$ cat src/rtl/core/naf_pkg.sv
// ----------------------------------------------------------------------------
// naf_pkg
// Shared widths, register codes, divider constants and structs for the
// 3x3 neighbourhood mean filter.
// ----------------------------------------------------------------------------
package naf_pkg;

   // image geometry
   localparam int MAX_WIDTH  = 256;
   localparam int MAX_HEIGHT = 4096;
   localparam int COL_W      = $clog2(MAX_WIDTH);       // column index
   localparam int WID_W      = COL_W + 1;               // holds MAX_WIDTH itself
   localparam int ROW_W      = $clog2(MAX_HEIGHT) + 1;  // holds height + 1

   // pixel and arithmetic widths
   localparam int PIX_W  = 8;
   localparam int LINE_W = 2 * PIX_W;                   // {upper, middle}
   localparam int SUM_W  = PIX_W + 3;                   // up to 8 neighbours
   localparam logic [PIX_W-1:0] PIX_MAX = 8'hFF;

   // register file
   localparam int CSR_ADDR_W = 4;
   localparam int CSR_DATA_W = 32;
   localparam int WREG_W     = 9;
   localparam int HREG_W     = 13;
   typedef logic [1:0] reg_index_type;
   localparam reg_index_type REG_IMAGE_WIDTH   = 2'd0;
   localparam reg_index_type REG_IMAGE_HEIGHT  = 2'd1;
   localparam reg_index_type REG_FILTER_ENABLE = 2'd2;
   localparam logic [WREG_W-1:0] RST_IMAGE_WIDTH  = 9'd256;
   localparam logic [HREG_W-1:0] RST_IMAGE_HEIGHT = 13'd256;
   localparam logic              RST_FILTER_EN    = 1'b1;

   // neighbour count divider: multiply by reciprocal, shift right
   typedef logic [1:0] div_sel_type;
   localparam div_sel_type DIV_BY3 = 2'd0;   // corner
   localparam div_sel_type DIV_BY5 = 2'd1;   // edge
   localparam div_sel_type DIV_BY8 = 2'd2;   // interior
   localparam int RECIP_SHIFT = 13;
   localparam int RECIP_W     = 12;
   localparam logic [RECIP_W-1:0] RECIP3 = 12'd2731;
   localparam logic [RECIP_W-1:0] RECIP5 = 12'd1639;
   localparam logic [RECIP_W-1:0] RECIP8 = 12'd1024;

   // result queue and pipeline
   localparam int FIFO_DEPTH  = 8;
   localparam int FIFO_PTR_W  = $clog2(FIFO_DEPTH);
   localparam int FIFO_CNT_W  = FIFO_PTR_W + 1;
   localparam int PIPE_STAGES = 4;            // accept to queue push

   typedef struct packed {
      logic [WID_W-1:0] width;
      logic [ROW_W-1:0] height;
      logic             filter_enable;
      logic             restart;
   } cfg_type;

   // border flags of the pixel that leaves the window centre
   typedef struct packed {
      logic emit;
      logic up;
      logic dn;
      logic lf;
      logic rt;
      logic last;
   } pos_type;

   typedef struct packed {
      logic [SUM_W-1:0] sum;
      div_sel_type      div_sel;
      logic [PIX_W-1:0] centre;
      logic             last;
   } sum_type;

   typedef struct packed {
      logic [PIX_W-1:0] coverage;
      logic [PIX_W-1:0] alpha;
      logic             frame_last;
   } result_type;

endpackage

$ cat src/rtl/core/naf_stream_if.sv
// ----------------------------------------------------------------------------
// naf_stream_if
// Valid/ready channels for pixel requests and filter results.
// ----------------------------------------------------------------------------
interface naf_req_if import naf_pkg::*; ();
   logic             valid;
   logic             ready;
   logic [PIX_W-1:0] pixel_value;
   logic             is_filler;

   modport source (output valid, output pixel_value, output is_filler, input ready);
   modport sink   (input valid, input pixel_value, input is_filler, output ready);
endinterface

interface naf_rsp_if import naf_pkg::*; ();
   logic             valid;
   logic             ready;
   logic [PIX_W-1:0] coverage;
   logic [PIX_W-1:0] alpha;
   logic             frame_last;

   modport source (output valid, output coverage, output alpha, output frame_last,
                   input ready);
   modport sink   (input valid, input coverage, input alpha, input frame_last,
                   output ready);
endinterface

$ cat src/rtl/core/naf_ram.sv
// ----------------------------------------------------------------------------
// naf_ram
// Generic single-clock RAM, one write and one read port, registered read.
// ----------------------------------------------------------------------------
module naf_ram #(
   parameter int WIDTH = 8,
   parameter int DEPTH = 256
) (
   input  logic                     clock,
   input  logic                     wr_en,
   input  logic [$clog2(DEPTH)-1:0] wr_addr,
   input  logic [WIDTH-1:0]         wr_data,
   input  logic                     rd_en,
   input  logic [$clog2(DEPTH)-1:0] rd_addr,
   output logic [WIDTH-1:0]         rd_data
);

   logic [WIDTH-1:0] mem_ff [DEPTH];
   logic [WIDTH-1:0] rd_data_ff;

   always_ff @(posedge clock) begin
      if (wr_en) begin
         mem_ff[wr_addr] <= wr_data;
      end
      if (rd_en) begin
         rd_data_ff <= mem_ff[rd_addr];
      end
   end

   assign rd_data = rd_data_ff;

endmodule

$ cat src/rtl/core/naf_csr.sv
// ----------------------------------------------------------------------------
// naf_csr
// APB register file: image width, image height, filter enable. Produces the
// clamped geometry and a restart pulse on geometry writes.
// ----------------------------------------------------------------------------
module naf_csr import naf_pkg::*; (
   input  logic                  clock,
   input  logic                  reset,
   input  logic                  psel,
   input  logic                  penable,
   input  logic                  pwrite,
   input  logic [CSR_ADDR_W-1:0] paddr,
   input  logic [CSR_DATA_W-1:0] pwdata,
   output logic [CSR_DATA_W-1:0] prdata,
   output logic                  pready,
   output cfg_type               cfg
);

   logic [WREG_W-1:0] width_ff, width_in;
   logic [HREG_W-1:0] height_ff, height_in;
   logic              enable_ff, enable_in;
   logic              wr_stb;
   logic              restart;
   reg_index_type     index;

   assign pready = 1'b1;
   assign wr_stb = psel & penable & pwrite;
   assign index  = paddr[3:2];

   // register writes
   always_comb begin
      width_in  = width_ff;
      height_in = height_ff;
      enable_in = enable_ff;
      restart   = 1'b0;
      if (wr_stb) begin
         unique case (index)
            REG_IMAGE_WIDTH: begin
               width_in = pwdata[WREG_W-1:0];
               restart  = 1'b1;
            end
            REG_IMAGE_HEIGHT: begin
               height_in = pwdata[HREG_W-1:0];
               restart   = 1'b1;
            end
            REG_FILTER_ENABLE: enable_in = pwdata[0];
            default: ;
         endcase
      end
   end

   always_ff @(posedge clock) begin
      if (reset) begin
         width_ff  <= RST_IMAGE_WIDTH;
         height_ff <= RST_IMAGE_HEIGHT;
         enable_ff <= RST_FILTER_EN;
      end else begin
         width_ff  <= width_in;
         height_ff <= height_in;
         enable_ff <= enable_in;
      end
   end

   // read back
   always_comb begin
      unique case (index)
         REG_IMAGE_WIDTH:   prdata = CSR_DATA_W'(width_ff);
         REG_IMAGE_HEIGHT:  prdata = CSR_DATA_W'(height_ff);
         REG_FILTER_ENABLE: prdata = CSR_DATA_W'(enable_ff);
         default:           prdata = '0;
      endcase
   end

   // clamp geometry into the supported range
   always_comb begin
      if (width_ff < WREG_W'(2)) begin
         cfg.width = WID_W'(2);
      end else if (width_ff > WREG_W'(MAX_WIDTH)) begin
         cfg.width = WID_W'(MAX_WIDTH);
      end else begin
         cfg.width = WID_W'(width_ff);
      end
      if (height_ff < HREG_W'(2)) begin
         cfg.height = ROW_W'(2);
      end else if (height_ff > HREG_W'(MAX_HEIGHT)) begin
         cfg.height = ROW_W'(MAX_HEIGHT);
      end else begin
         cfg.height = ROW_W'(height_ff);
      end
      cfg.filter_enable = enable_ff;
      cfg.restart       = restart;
   end

endmodule

$ cat src/rtl/core/naf_window.sv
// ----------------------------------------------------------------------------
// naf_window
// Line store read-modify-write, 3x3 window shift and masked neighbour sum.
// Stage B: line data back from RAM, write back, shift window.
// Stage C: sum the in-image neighbours, pick the divisor.
// ----------------------------------------------------------------------------
module naf_window import naf_pkg::*; (
   input  logic             clock,
   input  logic             reset,
   input  logic             accept,
   input  logic [COL_W-1:0] rd_addr,
   input  logic [PIX_W-1:0] pixel,
   input  pos_type          pos,
   output logic             sum_valid,
   output sum_type          sum_data
);

   // stage B
   logic             b_valid_ff, b_valid_in;
   logic [COL_W-1:0] b_addr_ff;
   logic [PIX_W-1:0] b_pixel_ff;
   pos_type          b_pos_ff;
   logic             fwd_hit_ff, fwd_hit_in;
   logic [LINE_W-1:0] fwd_data_ff;
   logic [LINE_W-1:0] rd_line, line, wr_line;
   logic [PIX_W-1:0] top, mid;
   logic [PIX_W-1:0] win_ff [9];
   logic [PIX_W-1:0] win_in [9];

   // stage C
   logic             c_valid_ff, c_valid_in;
   pos_type          c_pos_ff;
   logic [SUM_W-1:0] sum;
   div_sel_type      div_sel;

   // stage S (output)
   logic             s_valid_ff, s_valid_in;
   sum_type          s_data_ff;

   // line stores packed as {upper, middle}, both indexed by column
   naf_ram #(
      .WIDTH (LINE_W),
      .DEPTH (MAX_WIDTH)
   ) u_line_ram (
      .clock   (clock),
      .wr_en   (b_valid_ff),
      .wr_addr (b_addr_ff),
      .wr_data (wr_line),
      .rd_en   (accept),
      .rd_addr (rd_addr),
      .rd_data (rd_line)
   );

   // forward a write that races the read of the same column
   assign line    = fwd_hit_ff ? fwd_data_ff : rd_line;
   assign top     = line[LINE_W-1:PIX_W];
   assign mid     = line[PIX_W-1:0];
   assign wr_line = {mid, b_pixel_ff};
   assign fwd_hit_in = accept & b_valid_ff & (rd_addr == b_addr_ff);
   assign b_valid_in = accept;

   always_ff @(posedge clock) begin
      b_addr_ff   <= rd_addr;
      b_pixel_ff  <= pixel;
      b_pos_ff    <= pos;
      fwd_data_ff <= wr_line;
      c_pos_ff    <= b_pos_ff;
      s_data_ff   <= '{sum: sum, div_sel: div_sel, centre: win_ff[4], last: c_pos_ff.last};
   end

   // window shift: columns move left, new column enters on the right
   always_comb begin
      for (int k = 0; k < 9; k++) begin
         win_in[k] = win_ff[k];
      end
      if (b_valid_ff) begin
         for (int k = 0; k < 3; k++) begin
            win_in[k*3]     = win_ff[k*3 + 1];
            win_in[k*3 + 1] = win_ff[k*3 + 2];
         end
         win_in[2] = top;
         win_in[5] = mid;
         win_in[8] = b_pixel_ff;
      end
   end

   assign c_valid_in = b_valid_ff & b_pos_ff.emit;
   assign s_valid_in = c_valid_ff;

   always_ff @(posedge clock) begin
      if (reset) begin
         b_valid_ff <= 1'b0;
         fwd_hit_ff <= 1'b0;
         c_valid_ff <= 1'b0;
         s_valid_ff <= 1'b0;
         for (int k = 0; k < 9; k++) begin
            win_ff[k] <= '0;
         end
      end else begin
         b_valid_ff <= b_valid_in;
         fwd_hit_ff <= fwd_hit_in;
         c_valid_ff <= c_valid_in;
         s_valid_ff <= s_valid_in;
         for (int k = 0; k < 9; k++) begin
            win_ff[k] <= win_in[k];
         end
      end
   end

   // neighbour sum over the in-image positions
   always_comb begin
      sum = '0;
      if (c_pos_ff.lf) begin
         sum = sum + SUM_W'(win_ff[3]);
         if (c_pos_ff.up) sum = sum + SUM_W'(win_ff[0]);
         if (c_pos_ff.dn) sum = sum + SUM_W'(win_ff[6]);
      end
      if (c_pos_ff.rt) begin
         sum = sum + SUM_W'(win_ff[5]);
         if (c_pos_ff.up) sum = sum + SUM_W'(win_ff[2]);
         if (c_pos_ff.dn) sum = sum + SUM_W'(win_ff[8]);
      end
      if (c_pos_ff.up) sum = sum + SUM_W'(win_ff[1]);
      if (c_pos_ff.dn) sum = sum + SUM_W'(win_ff[7]);
   end

   // neighbour count: 8 inside, 5 on an edge, 3 at a corner
   always_comb begin
      if ((c_pos_ff.up & c_pos_ff.dn) && (c_pos_ff.lf & c_pos_ff.rt)) begin
         div_sel = DIV_BY8;
      end else if ((c_pos_ff.up & c_pos_ff.dn) || (c_pos_ff.lf & c_pos_ff.rt)) begin
         div_sel = DIV_BY5;
      end else begin
         div_sel = DIV_BY3;
      end
   end

   assign sum_valid = s_valid_ff;
   assign sum_data  = s_data_ff;

   // forwarded data only ever belongs to a request now in stage B
   a_fwd_with_item: assert property (@(posedge clock) disable iff (reset)
      fwd_hit_ff |-> b_valid_ff)
      else $error("line store forward without a request in stage B");

endmodule

$ cat src/rtl/core/naf_arith.sv
// ----------------------------------------------------------------------------
// naf_arith
// Divides the neighbour sum by its count (reciprocal multiply), adds the
// centre pixel, saturates and forms coverage (filter off: centre passes).
// ----------------------------------------------------------------------------
module naf_arith import naf_pkg::*; (
   input  logic       clock,
   input  logic       reset,
   input  logic       sum_valid,
   input  sum_type    sum_data,
   input  logic       filter_enable,
   output logic       push,
   output result_type push_data
);

   logic [RECIP_W-1:0]       recip;
   logic [SUM_W+RECIP_W-1:0] product;
   logic                     m_valid_ff, m_valid_in;
   logic [PIX_W-1:0]         m_quot_ff;
   logic [PIX_W-1:0]         m_centre_ff;
   logic                     m_last_ff;
   logic [PIX_W:0]           total;
   logic [PIX_W-1:0]         alpha;

   // reciprocal of the neighbour count
   always_comb begin
      case (sum_data.div_sel)
         DIV_BY3: recip = RECIP3;
         DIV_BY5: recip = RECIP5;
         default: recip = RECIP8;
      endcase
   end

   assign product    = (SUM_W+RECIP_W)'(sum_data.sum) * (SUM_W+RECIP_W)'(recip);
   assign m_valid_in = sum_valid;

   always_ff @(posedge clock) begin
      m_quot_ff   <= product[RECIP_SHIFT +: PIX_W];
      m_centre_ff <= sum_data.centre;
      m_last_ff   <= sum_data.last;
   end

   always_ff @(posedge clock) begin
      if (reset) begin
         m_valid_ff <= 1'b0;
      end else begin
         m_valid_ff <= m_valid_in;
      end
   end

   // centre plus mean, clipped at full scale
   assign total = {1'b0, m_centre_ff} + {1'b0, m_quot_ff};
   assign alpha = total[PIX_W] ? PIX_MAX : total[PIX_W-1:0];

   always_comb begin
      push                 = m_valid_ff;
      push_data.frame_last = m_last_ff;
      if (filter_enable) begin
         push_data.alpha    = alpha;
         push_data.coverage = (alpha != '0) ? PIX_MAX : '0;
      end else begin
         push_data.alpha    = m_centre_ff;
         push_data.coverage = m_centre_ff;
      end
   end

endmodule

$ cat src/rtl/core/naf_out_fifo.sv
// ----------------------------------------------------------------------------
// naf_out_fifo
// Result queue between the fixed-latency pipeline and the result channel.
// ----------------------------------------------------------------------------
module naf_out_fifo import naf_pkg::*; (
   input  logic                  clock,
   input  logic                  reset,
   input  logic                  push,
   input  result_type            push_data,
   input  logic                  pop,
   output logic                  not_empty,
   output result_type            head_data,
   output logic [FIFO_CNT_W-1:0] count
);

   result_type              entry_ff [FIFO_DEPTH];
   logic [FIFO_PTR_W-1:0]   head_ff, head_in;
   logic [FIFO_PTR_W-1:0]   tail_ff, tail_in;
   logic [FIFO_CNT_W-1:0]   count_ff, count_in;

   always_ff @(posedge clock) begin
      if (push) begin
         entry_ff[tail_ff] <= push_data;
      end
   end

   // pointers and fill level
   always_comb begin
      head_in  = head_ff;
      tail_in  = tail_ff;
      count_in = count_ff;
      if (push) begin
         tail_in = tail_ff + FIFO_PTR_W'(1);
      end
      if (pop) begin
         head_in = head_ff + FIFO_PTR_W'(1);
      end
      if (push && !pop) begin
         count_in = count_ff + FIFO_CNT_W'(1);
      end else if (pop && !push) begin
         count_in = count_ff - FIFO_CNT_W'(1);
      end
   end

   always_ff @(posedge clock) begin
      if (reset) begin
         head_ff  <= '0;
         tail_ff  <= '0;
         count_ff <= '0;
      end else begin
         head_ff  <= head_in;
         tail_ff  <= tail_in;
         count_ff <= count_in;
      end
   end

   assign not_empty = (count_ff != '0);
   assign head_data = entry_ff[head_ff];
   assign count     = count_ff;

   // credit scheme upstream must keep the queue from overflowing
   a_no_overflow: assert property (@(posedge clock) disable iff (reset)
      (push && !pop) |-> (count_ff < FIFO_CNT_W'(FIFO_DEPTH)))
      else $error("result queue overflow");

   a_no_underflow: assert property (@(posedge clock) disable iff (reset)
      pop |-> not_empty)
      else $error("result queue popped while empty");

endmodule

$ cat src/rtl/core/neighbourhood_antialias_filter_core.sv
// ----------------------------------------------------------------------------
// neighbourhood_antialias_filter_core
// 3x3 neighbourhood mean filter with edge clamp on a raster grey stream.
//
// Requests carry one pixel (or a filler) in raster order on req_stream; each
// request is taken at a clock edge with valid and ready high. Results leave
// on rsp_stream under the same handshake: alpha = centre + mean of the
// in-image 8-neighbours (saturated), coverage = 255 when alpha is nonzero,
// frame_last on the frame's final pixel. With filtering off both equal the
// pixel. The result of a pixel is caused by the request width+1 positions
// later, so the last row is drained with width+1 fillers.
// One request per clock is taken while ready is high; the result of a request
// is offered once it has passed the line RAM read, window, sum, multiply and
// queue write.
// ready depends only on the 8-entry result queue plus results in flight, so
// a stalled receiver lets up to 8 results collect before requests back off.
// Reset (synchronous) clears counters, window and queue; line stores are not
// cleared and need no clearing pass. The user writes registers over APB only
// while the block is idle (not enforced); a geometry write starts a new frame.
// ----------------------------------------------------------------------------
module neighbourhood_antialias_filter_core import naf_pkg::*; (
   input  logic                  clock,
   input  logic                  reset,
   naf_req_if.sink               req_stream,
   naf_rsp_if.source             rsp_stream,
   input  logic                  csr_psel,
   input  logic                  csr_penable,
   input  logic                  csr_pwrite,
   input  logic [CSR_ADDR_W-1:0] csr_paddr,
   input  logic [CSR_DATA_W-1:0] csr_pwdata,
   output logic [CSR_DATA_W-1:0] csr_prdata,
   output logic                  csr_pready
);

   cfg_type                 cfg;
   logic                    accept;
   logic [PIX_W-1:0]        pixel;
   logic [COL_W-1:0]        col_ff, col_in;
   logic [ROW_W-1:0]        row_ff, row_in;
   logic [WID_W-1:0]        col_wide, col_inc, ocol, w_last;
   logic [ROW_W-1:0]        orow, h_last;
   logic                    emit_raw;
   logic                    wrap;
   pos_type                 pos;
   logic [PIPE_STAGES-1:0]  inflight_ff, inflight_in;
   logic [FIFO_CNT_W:0]     credit;
   logic                    sum_valid;
   sum_type                 sum_data;
   logic                    push;
   result_type              push_data;
   logic                    fifo_not_empty;
   result_type              head_data;
   logic [FIFO_CNT_W-1:0]   fifo_count;

   naf_csr u_csr (
      .clock   (clock),
      .reset   (reset),
      .psel    (csr_psel),
      .penable (csr_penable),
      .pwrite  (csr_pwrite),
      .paddr   (csr_paddr),
      .pwdata  (csr_pwdata),
      .prdata  (csr_prdata),
      .pready  (csr_pready),
      .cfg     (cfg)
   );

   // request handshake; fillers count as zero pixels
   assign accept = req_stream.valid & req_stream.ready;
   assign pixel  = req_stream.is_filler ? '0 : req_stream.pixel_value;

   // position of the pixel leaving the window centre, and its borders
   always_comb begin
      col_wide = {1'b0, col_ff};
      col_inc  = col_wide + WID_W'(1);
      wrap     = (col_inc >= cfg.width);
      w_last   = cfg.width - WID_W'(1);
      h_last   = cfg.height - ROW_W'(1);
      if (col_ff != '0) begin
         emit_raw = (row_ff != '0);
         orow     = row_ff - ROW_W'(1);
         ocol     = col_wide - WID_W'(1);
      end else begin
         emit_raw = (row_ff >= ROW_W'(2));
         orow     = row_ff - ROW_W'(2);
         ocol     = w_last;
      end
      pos.emit = emit_raw && (orow < cfg.height) && (ocol < cfg.width);
      pos.up   = (orow != '0);
      pos.dn   = (orow < h_last);
      pos.lf   = (ocol != '0);
      pos.rt   = (ocol < w_last);
      pos.last = (orow == h_last) && (ocol == w_last);
   end

   // raster counters; frame restarts after its last result or a geometry write
   always_comb begin
      col_in = col_ff;
      row_in = row_ff;
      if (cfg.restart) begin
         col_in = '0;
         row_in = '0;
      end else if (accept) begin
         if (pos.emit && pos.last) begin
            col_in = '0;
            row_in = '0;
         end else if (wrap) begin
            col_in = '0;
            row_in = row_ff + ROW_W'(1);
         end else begin
            col_in = col_inc[COL_W-1:0];
         end
      end
   end

   // results in flight toward the queue
   assign inflight_in = {inflight_ff[PIPE_STAGES-2:0], accept & pos.emit};

   always_ff @(posedge clock) begin
      if (reset) begin
         col_ff      <= '0;
         row_ff      <= '0;
         inflight_ff <= '0;
      end else begin
         col_ff      <= col_in;
         row_ff      <= row_in;
         inflight_ff <= inflight_in;
      end
   end

   // queue space reserved for every result already in the pipeline
   always_comb begin
      credit = (FIFO_CNT_W+1)'(fifo_count);
      for (int k = 0; k < PIPE_STAGES; k++) begin
         credit = credit + (FIFO_CNT_W+1)'(inflight_ff[k]);
      end
   end

   assign req_stream.ready = (credit < (FIFO_CNT_W+1)'(FIFO_DEPTH));

   naf_window u_window (
      .clock     (clock),
      .reset     (reset),
      .accept    (accept),
      .rd_addr   (col_ff),
      .pixel     (pixel),
      .pos       (pos),
      .sum_valid (sum_valid),
      .sum_data  (sum_data)
   );

   naf_arith u_arith (
      .clock         (clock),
      .reset         (reset),
      .sum_valid     (sum_valid),
      .sum_data      (sum_data),
      .filter_enable (cfg.filter_enable),
      .push          (push),
      .push_data     (push_data)
   );

   naf_out_fifo u_out_fifo (
      .clock     (clock),
      .reset     (reset),
      .push      (push),
      .push_data (push_data),
      .pop       (rsp_stream.valid & rsp_stream.ready),
      .not_empty (fifo_not_empty),
      .head_data (head_data),
      .count     (fifo_count)
   );

   assign rsp_stream.valid      = fifo_not_empty;
   assign rsp_stream.coverage   = head_data.coverage;
   assign rsp_stream.alpha      = head_data.alpha;
   assign rsp_stream.frame_last = head_data.frame_last;

   // the in-flight tracker must line up with the real pipeline output
   a_push_tracked: assert property (@(posedge clock) disable iff (reset)
      push == inflight_ff[PIPE_STAGES-1])
      else $error("queue push does not match in-flight tracker");

   // the frame's last pixel wraps the raster counters
   a_frame_restart: assert property (@(posedge clock) disable iff (reset)
      (accept && pos.emit && pos.last) |=> (col_ff == '0) && (row_ff == '0))
      else $error("counters not cleared after end of frame");

   // the row counter never runs past the drain row
   a_row_bound: assert property (@(posedge clock) disable iff (reset)
      row_ff <= cfg.height + ROW_W'(1))
      else $error("row counter beyond frame");

endmodule
$ cat src/flat_wrapper.sv
// flat-port wrapper written by rule: the top's interface ports become plain ports
module neighbourhood_antialias_filter_core_flat import naf_pkg::*;
  (clock, reset, csr_psel, csr_penable, csr_pwrite, csr_paddr, csr_pwdata, csr_prdata, csr_pready, req_stream_valid, req_stream_pixel_value, req_stream_is_filler, req_stream_ready, rsp_stream_valid, rsp_stream_coverage, rsp_stream_alpha, rsp_stream_frame_last, rsp_stream_ready);
  naf_req_if req_stream_i ();
  naf_rsp_if rsp_stream_i ();
  input  logic clock;
  input  logic reset;
  input  logic csr_psel;
  input  logic csr_penable;
  input  logic csr_pwrite;
  input  logic [CSR_ADDR_W-1:0] csr_paddr;
  input  logic [CSR_DATA_W-1:0] csr_pwdata;
  output logic [CSR_DATA_W-1:0] csr_prdata;
  output logic csr_pready;
  input wire logic [$bits(req_stream_i.valid)-1:0] req_stream_valid;
  input wire logic [$bits(req_stream_i.pixel_value)-1:0] req_stream_pixel_value;
  input wire logic [$bits(req_stream_i.is_filler)-1:0] req_stream_is_filler;
  output wire logic [$bits(req_stream_i.ready)-1:0] req_stream_ready;
  output wire logic [$bits(rsp_stream_i.valid)-1:0] rsp_stream_valid;
  output wire logic [$bits(rsp_stream_i.coverage)-1:0] rsp_stream_coverage;
  output wire logic [$bits(rsp_stream_i.alpha)-1:0] rsp_stream_alpha;
  output wire logic [$bits(rsp_stream_i.frame_last)-1:0] rsp_stream_frame_last;
  input wire logic [$bits(rsp_stream_i.ready)-1:0] rsp_stream_ready;
  assign req_stream_i.valid = req_stream_valid;
  assign req_stream_i.pixel_value = req_stream_pixel_value;
  assign req_stream_i.is_filler = req_stream_is_filler;
  assign req_stream_ready = req_stream_i.ready;
  assign rsp_stream_valid = rsp_stream_i.valid;
  assign rsp_stream_coverage = rsp_stream_i.coverage;
  assign rsp_stream_alpha = rsp_stream_i.alpha;
  assign rsp_stream_frame_last = rsp_stream_i.frame_last;
  assign rsp_stream_i.ready = rsp_stream_ready;
  neighbourhood_antialias_filter_core u_core (.clock(clock), .reset(reset), .req_stream(req_stream_i), .rsp_stream(rsp_stream_i), .csr_psel(csr_psel), .csr_penable(csr_penable), .csr_pwrite(csr_pwrite), .csr_paddr(csr_paddr), .csr_pwdata(csr_pwdata), .csr_prdata(csr_prdata), .csr_pready(csr_pready));
endmodule
$ cat config.mk
export PLATFORM = sky130hd
export DESIGN_NAME = neighbourhood_antialias_filter_core_flat
export DESIGN_NICKNAME = d
export VERILOG_FILES = /design/src/rtl/core/naf_pkg.sv /design/src/rtl/core/naf_stream_if.sv /design/src/rtl/core/naf_ram.sv /design/src/rtl/core/naf_csr.sv /design/src/rtl/core/naf_window.sv /design/src/rtl/core/naf_arith.sv /design/src/rtl/core/naf_out_fifo.sv /design/src/rtl/core/neighbourhood_antialias_filter_core.sv /design/src/flat_wrapper.sv
export SDC_FILE = /design/constraint.sdc
export NUM_CORES = 2
export LEC_CHECK = 0
export ABC_AREA = 0
export BUFFER_PORTS_ARGS = -buffer_cell sky130_fd_sc_hd__buf_4
export CAP_MARGIN = 5
export CORE_AREA = 2 2 633 635
export DETAILED_ROUTE_END_ITERATION = 10
export DIE_AREA = 0 0 635 637
export HOLD_SLACK_MARGIN = 0.05
export PLACE_DENSITY = 0.66
export SLEW_MARGIN = 20
export SYNTH_ARGS = -nofsm -noshare
export SYNTH_HDL_FRONTEND = slang
export SYNTH_MEMORY_MAX_BITS = 65536
export SYNTH_SLANG_ARGS = --single-unit
$ cat constraint.sdc
create_clock -name clock -period 10.6 [get_ports clock]
set_clock_uncertainty 0.15 [all_clocks]
set_input_delay 1.06 -clock clock [delete_from_list [all_inputs] [get_ports clock]]
set_output_delay 1.06 -clock clock [all_outputs]
set_load 0.1 [all_outputs]
[Word-level counts from Yosys, hierarchy flattened]
Memory sizes are Yosys's and may differ from the RTL's. A register that Yosys moved wholly into a read port is not among the register bits.
Cells that the tools add are included.
Storage, ports and cells
  flip-flop bits (word level): 145
  bits in latches: 0
  bits in writable memories: 4304
  bits in read-only memories: 0
  input bits: 52
  output and inout bits: 52
  word-level logic and storage cells: 175
  memories: 3
Cells by class
  $add $sub $neg: 23
  multiply operators: 1
  divide/modulo/power cells: 0
  $lt $le $gt $ge: 11
  equal/unequal tests: 6
  shifts and indexed selects: 0
  muxes and demuxes: 51
  bitwise gates (word level): 19
  reduce and logical (&&, ||, !) cells: 26
Memories
  u_core.u_window.u_line_ram.mem_ff: words 256, bits a word 16, rd ports 1, clocked after Yosys merged registers in 1, write ports 1, RTL line naf_ram.sv:18  | logic [WIDTH-1:0] mem_ff [DEPTH];
  u_core.u_out_fifo.entry_ff: words 8, bits a word 17, rd ports 1, clocked after Yosys merged registers in 1, write ports 1, RTL line naf_out_fifo.sv:16  | result_type entry_ff [FIFO_DEPTH];
  u_core.u_window.win_ff: words 9, bits a word 8, rd ports 9, clocked after Yosys merged registers in 0, write ports 9, RTL line naf_window.sv:27  | logic [PIX_W-1:0] win_ff [9];
Operator list (number)
  $mux W8: 13
  $mux W11: 9
  $mux W72: 1
  $add A11 B8 Y11: 6
  $mux W13: 5
  $pmux W13 S3: 1
  $mux W9: 4
  $mux W16: 2
  $lt A13 B13 Y1: 2
  $reduce_bool A13 Y1: 2
  $sub A13 B1 Y13 const B: 2
  $pmux W12 S2: 1
  $mul A11 B12 Y21: 1
  $add A8 B8 Y9: 2
  $lt A9 B9 Y1: 2
  $reduce_bool A8 Y1: 2
  $add A5 B1 Y5: 3
  $add A13 B1 Y13 const B: 1
  $eq A13 B13 Y1: 1
  $ge A13 B2 Y1 const B: 1
  $gt A13 B13 Y1 const B: 1
  $lt A13 B2 Y1 const B: 1
  $sub A13 B2 Y13 const B: 1
  $mux W1: 11
  28 further kinds: 62

[Longest topological paths before layout]
An unclocked memory read counts as a cell.
  word-level depth: 18
  mapped depth: 42
  mapped depth without buffers: 42

[Hierarchy]
Synthesis repeated with hierarchy kept, for this count alone.
Second synthesis, totals
  cells, all modules: 9479
  area, all modules: 181225.1 um2
Modules (own cells, without submodules)
  naf_ram: instances 1, cells an instance 7360, area each 158874.9 um2, sequential area each 123478.4 um2
  naf_window: instances 1, cells an instance 769, area each 7404.6 um2, sequential area each 2822.7 um2
  naf_out_fifo: instances 1, cells an instance 265, area each 5808.1 um2, sequential area each 4344.2 um2
  naf_arith: instances 1, cells an instance 445, area each 4050.1 um2, sequential area each 360.3 um2
  neighbourhood_antialias_filter_core: instances 1, cells an instance 462, area each 3558.4 um2, sequential area each 500.5 um2
  naf_csr: instances 1, cells an instance 178, area each 1529.0 um2, sequential area each 460.4 um2

[Worst setup path after synthesis]
OpenSTA, ideal clock, no wires.
  kind: reg-to-reg
  start point: mem u_core.u_window.win_ff[0][0]
  end point: reg u_core.u_window.s_data_ff (netlist bit u_core.u_window.sum_data[21])
  library setup time: 124 ps
  arrival: 7058 ps
  data required time: 10326 ps
  setup slack: 3268 ps
  cell stages (with the launch flop): 39
  path buffers: 0
  period minus slack after synthesis: 7332 ps
  cell sequence: dfxtp_1 > ha_1 > fa_1 > mux2_2 > ha_1 > a21o_1 > a21oi_1 > xnor2_1 > nand2_1 > a21o_1 > inv_1 > ha_1 > nand2_1 > o21ai_0 > o31ai_1 > a21boi_0 > ha_1 > nor2_1 > [3 not listed] > mux2_2 > ha_1 > o21a_1 > o31ai_1 > a21o_1 > o211ai_1 > o31ai_1 > ha_1 > o21ai_0 > nor2b_1 > xnor2_1 > mux2_2 > ha_1 > o21ai_0 > a21oi_1 > nor4b_1 > mux2i_1 > xor2_1
RTL lines
  start, declared: RTL line naf_window.sv:27
  end signal, assigned: RTL line naf_window.sv:68  | s_data_ff <= '{sum: sum, div_sel: div_sel, centre: win_ff[4], last: c_pos_ff.last};
  end, declared: RTL line naf_window.sv:38  | sum_type s_data_ff;

==> flow_metrics.env <==
export IMPL_clkTransAtPathRegs_ps=60
export IMPL_finalCritPeriodShare=0.788
export IMPL_reg2reg_slack_ps=2240
export IMPL_fin_ws_ps=2240
export IMPL_drc=0
export IMPL_cts_sinks=4468
export IMPL_holdWs_ps=174
export IMPL_crit_path_start="u_core.u_window.win_ff[0][0]"
export IMPL_p_leak_nw=59.8
export IMPL_synth_cell_types=72
export IMPL_crit_slowest_cell="fa_1"
export IMPL_drtPass1Iterations=7
export IMPL_cts_buffer_depth=4
export IMPL_seqPwrFrac=0.483
export IMPL_cts_tree="done"
export IMPL_switchingPower_mw=10.6
export IMPL_clkPwrFrac=0.361
export IMPL_rsz0062_at_grt="false"
export IMPL_cp_common_cell="ha_1"
export IMPL_hold_buffers=0
export IMPL_fin_crit_ps=8360
export IMPL_postCtsSetupBuffers=0
export IMPL_drive_above_1_share=0.280
export IMPL_cts_max_level=5
export IMPL_endpoint="u_core.u_window.sum_data[21]"
export IMPL_setup_violations=0
export IMPL_r2r_start="u_core.u_window.win_ff[0][0]"
export IMPL_cp_arrival_ps=9050
export IMPL_overflow=0
export IMPL_hold_viol=0
export IMPL_post_dp_hpwl_um=242000
export IMPL_synth_seq_cells=4468
export IMPL_gr_usage_all_layers=0.201
export IMPL_wl_per_cell_um=28.9
export IMPL_die_area_mm2=0.404
export IMPL_antenna_found_initial=16
export IMPL_first_global_vias=84500
export IMPL_syn_area_mm2=0.178
export IMPL_ctsResizeCount=0
export IMPL_nets=8960
export IMPL_tightest_slew_ps=1250
export IMPL_vias_per_cell=5.91
export IMPL_ant_nets=0
export IMPL_p_int_mw=31.3
export IMPL_syn_inst=8225
export IMPL_dpl_worst_slack_ps=2310
export IMPL_yosysWarningCount=0
export IMPL_p_sw_frac=0.253
export IMPL_cap_violations=0
export IMPL_synth_commonest_cells="4248 x edfxtp_1, 1394 x mux4_2, 453 x nor2_1, 269 x clkbuf_1, 220 x dfxtp_1"
export IMPL_async_flop_share=0
export IMPL_synth_ff_type="edfxtp_1"
export IMPL_clock_latency_ps=980
export IMPL_relSlewSlack=0.168
export IMPL_initial_core_util=0.448
export IMPL_portBuffers=62
export IMPL_ir_drop_uv=179
export IMPL_rows=232
export IMPL_slowest_delay_ps=450
export IMPL_r2r_cells=40
export IMPL_vias=84300
export IMPL_layout_cells_non_filler=14300
export IMPL_fin_setup_tns_ps=0
export IMPL_start_kind="flop"
export IMPL_fp_dieW_um=635
export IMPL_grt_pass1_wl_um=598000
export IMPL_power_density_mw_per_mm2=209
export IMPL_clockRootBuffer="clkbuf_16"
export IMPL_gp_congestion=0.836
export IMPL_syn_area_per_cell_um2=21.7
export IMPL_critical_path_class="reg2reg"
export IMPL_drt_wl_total_um=413000
export IMPL_hold_path_class="in2reg"
export IMPL_ys_seq_area_frac=0.740
export IMPL_dp_cells=13500
export IMPL_grt_max_degree=195
export IMPL_pwr_share_comb=0.156
export IMPL_syn_to_final_growth_pct=12.6
export IMPL_ios=104
export IMPL_design_core_area_mm2=0.398
export IMPL_yosysMostFrequentCell="edfxtp_1"
export IMPL_cp_end_kind="flop"
export IMPL_cts_buffers=434
export IMPL_worstPathRequired_ps=11290
export IMPL_synth_area_leader_cell="edfxtp_1"
export IMPL_synthTopCellsByArea="edfxtp_1 72%, mux4_2 18%, dfxtp_1 2.5%, ha_1 1.4%, nor2_1 0.95%"
export IMPL_die_h_um=637
export IMPL_timing_rr_end="u_core.u_window.sum_data[21]"
export IMPL_drt_iter0_drc=9914
export IMPL_fillers=30600
export IMPL_drv_slew=0
export IMPL_synth_edf_count=4248
export IMPL_critPathMaxFanout=5
export IMPL_synth_top_cell_area_share=0.715
export IMPL_fmax_mhz=120
export IMPL_status="completed"
==> layer usage <==
| layer | wire length, um | GRT usage | vias to the layer above |
|---|---|---|---|
| met5 | 48 | 0 | - |
| met4 | 12100 | 0.0570 | 8 |
| met3 | 32500 | 0.0316 | 595 |
| met2 | 197000 | 0.317 | 3557 |
| met1 | 172000 | 0.293 | 45200 |
| li1 | - | - | 35000 |
==> layout by cell type (no fill, tap or decap), types with 27 or more instances in the layout <==
| master | count |
|---|---|
| a21o_1 | 31 |
| edfxtp_1 | 4248 |
| nor2b_1 | 54 |
| bufinv_16 | 39 |
| nand2b_1 | 27 |
| mux4_2 | 1394 |
| xor2_1 | 37 |
| dfxtp_1 | 203 |
| mux2_2 | 35 |
| clkbuf_1 | 90 |
| clkbuf_16 | 438 |
| o21ai_0 | 83 |
| a21oi_1 | 98 |
| nand3_1 | 59 |
| fa_1 | 72 |
| nor2_1 | 418 |
| nand2_1 | 160 |
| ha_1 | 198 |
| nor2_2 | 31 |
| buf_4 | 380 |
| xnor2_1 | 69 |
| mux2i_1 | 106 |
| clkinv_2 | 66 |
| clkinv_1 | 99 |
| inv_1 | 172 |
==> power groups by stage <==
stage          Sequential (mW)  Combinational [mW]  Clock (mW)
3_3_place_gp              20.6                6.35           0
3_5_place_dp              20.6                6.57           0
2_1_floorplan             20.6                4.59           0
5_1_grt                   20.3                7.21        16.0
4_1_cts                   20.3                6.63        15.4
6_report                  20.2                6.53        15.1
==> per-stage QoR <==
stage | instance area [um^2] | util | total power [mW]
6_report | 201000 | 0.504 | 41.9
2_1_floorplan | 178000 | - | 25.2
4_1_cts | 201000 | 0.504 | 42.2
3_5_place_dp | 187000 | 0.469 | 27.2
3_3_place_gp | 187000 | 0.469 | 27.0
5_1_grt | 201000 | 0.504 | 43.5
==> cells by family (layout without fill, tap and decap cells) <==
group,Yosys count,in the layout,share of synthesized area
adders and majority gates,270,270,0.0220
other,2,37,0.0000421
and+or+nand+nor,887,887,0.0223
DFF,4468,4468,0.740
muxes,1543,1543,0.185
xor gates and xnor gates,107,107,0.00530
AOI/OAI and AO/OA,325,325,0.0114
buffers and inverters,623,1370,0.0142
==> final cells by class <==
cell class,instances,area (um^2),share of cell area
inverter,172,646,0.00322
multi-input combinational,3152,44100,0.220
timing repair buffer,410,3450,0.0172
clock buffer,531,11300,0.0565
tap,5265,6590,0.0328
sequential,4468,132000,0.658
clock inverter,257,2530,0.0126
antenna,17,42.5,0.000212
==> flip-flops by register name, indices dropped and copies added, names as in the netlist, 4 cells and up, named ones only <==
signal                              cells
u_core.u_window.u_line_ram.mem_ff    4096
u_core.u_out_fifo.entry_ff            136
u_core.u_window.win_ff                 72
u_core.u_window.sum_data               22
u_core.u_window.fwd_data_ff            16
u_core.u_window.u_line_ram.rd_data     16
u_core.row_ff                          13
u_core.u_csr.height_ff                 13
u_core.u_csr.width_ff                   9
u_core.col_ff                           8
u_core.u_arith.m_centre_ff              8
u_core.u_arith.m_quot_ff                8
u_core.u_window.b_addr_ff               8
u_core.u_window.b_pixel_ff              8
u_core.u_window.b_pos_ff                6
u_core.u_window.c_pos_ff                5
u_core.inflight_ff                      4
u_core.u_out_fifo.count                 4
==> worst min-delay path by stage <==
stage | endpoint | slack (ps) | startpoint | depth (start not counted)
floorplan | u_core.u_arith.m_centre_ff[0] | 160 | u_core.u_window.sum_data[1] | 0
global placement | u_core.u_arith.m_centre_ff[6] | 160 | u_core.u_window.sum_data[7] | 0
detailed placement | u_core.u_window.c_pos_ff[2] | 160 | u_core.u_window.b_pos_ff[2] | 0
CTS | u_core.u_csr.width_ff[8] | 100 | csr_pwdata[8] | 2
global route | u_core.u_window.b_pixel_ff[7] | 150 | req_stream_is_filler | 2
finish | u_core.u_window.b_pixel_ff[7] | 170 | req_stream_is_filler | 2
==> worst max-delay path, delay by kind of cell, from the launching register on <==
| family | cells | cell delay, ps |
|---|---|---|
| buffers and inverters | 1 | 90 |
| DFF | 1 | 320 |
| adders and majority gates | 8 | 2550 |
| AOI/OAI and AO/OA | 14 | 2430 |
| muxes | 4 | 790 |
| xor gates and xnor gates | 4 | 540 |
| and+or+nand+nor | 9 | 1380 |
(Power assumes the default switching activity.)
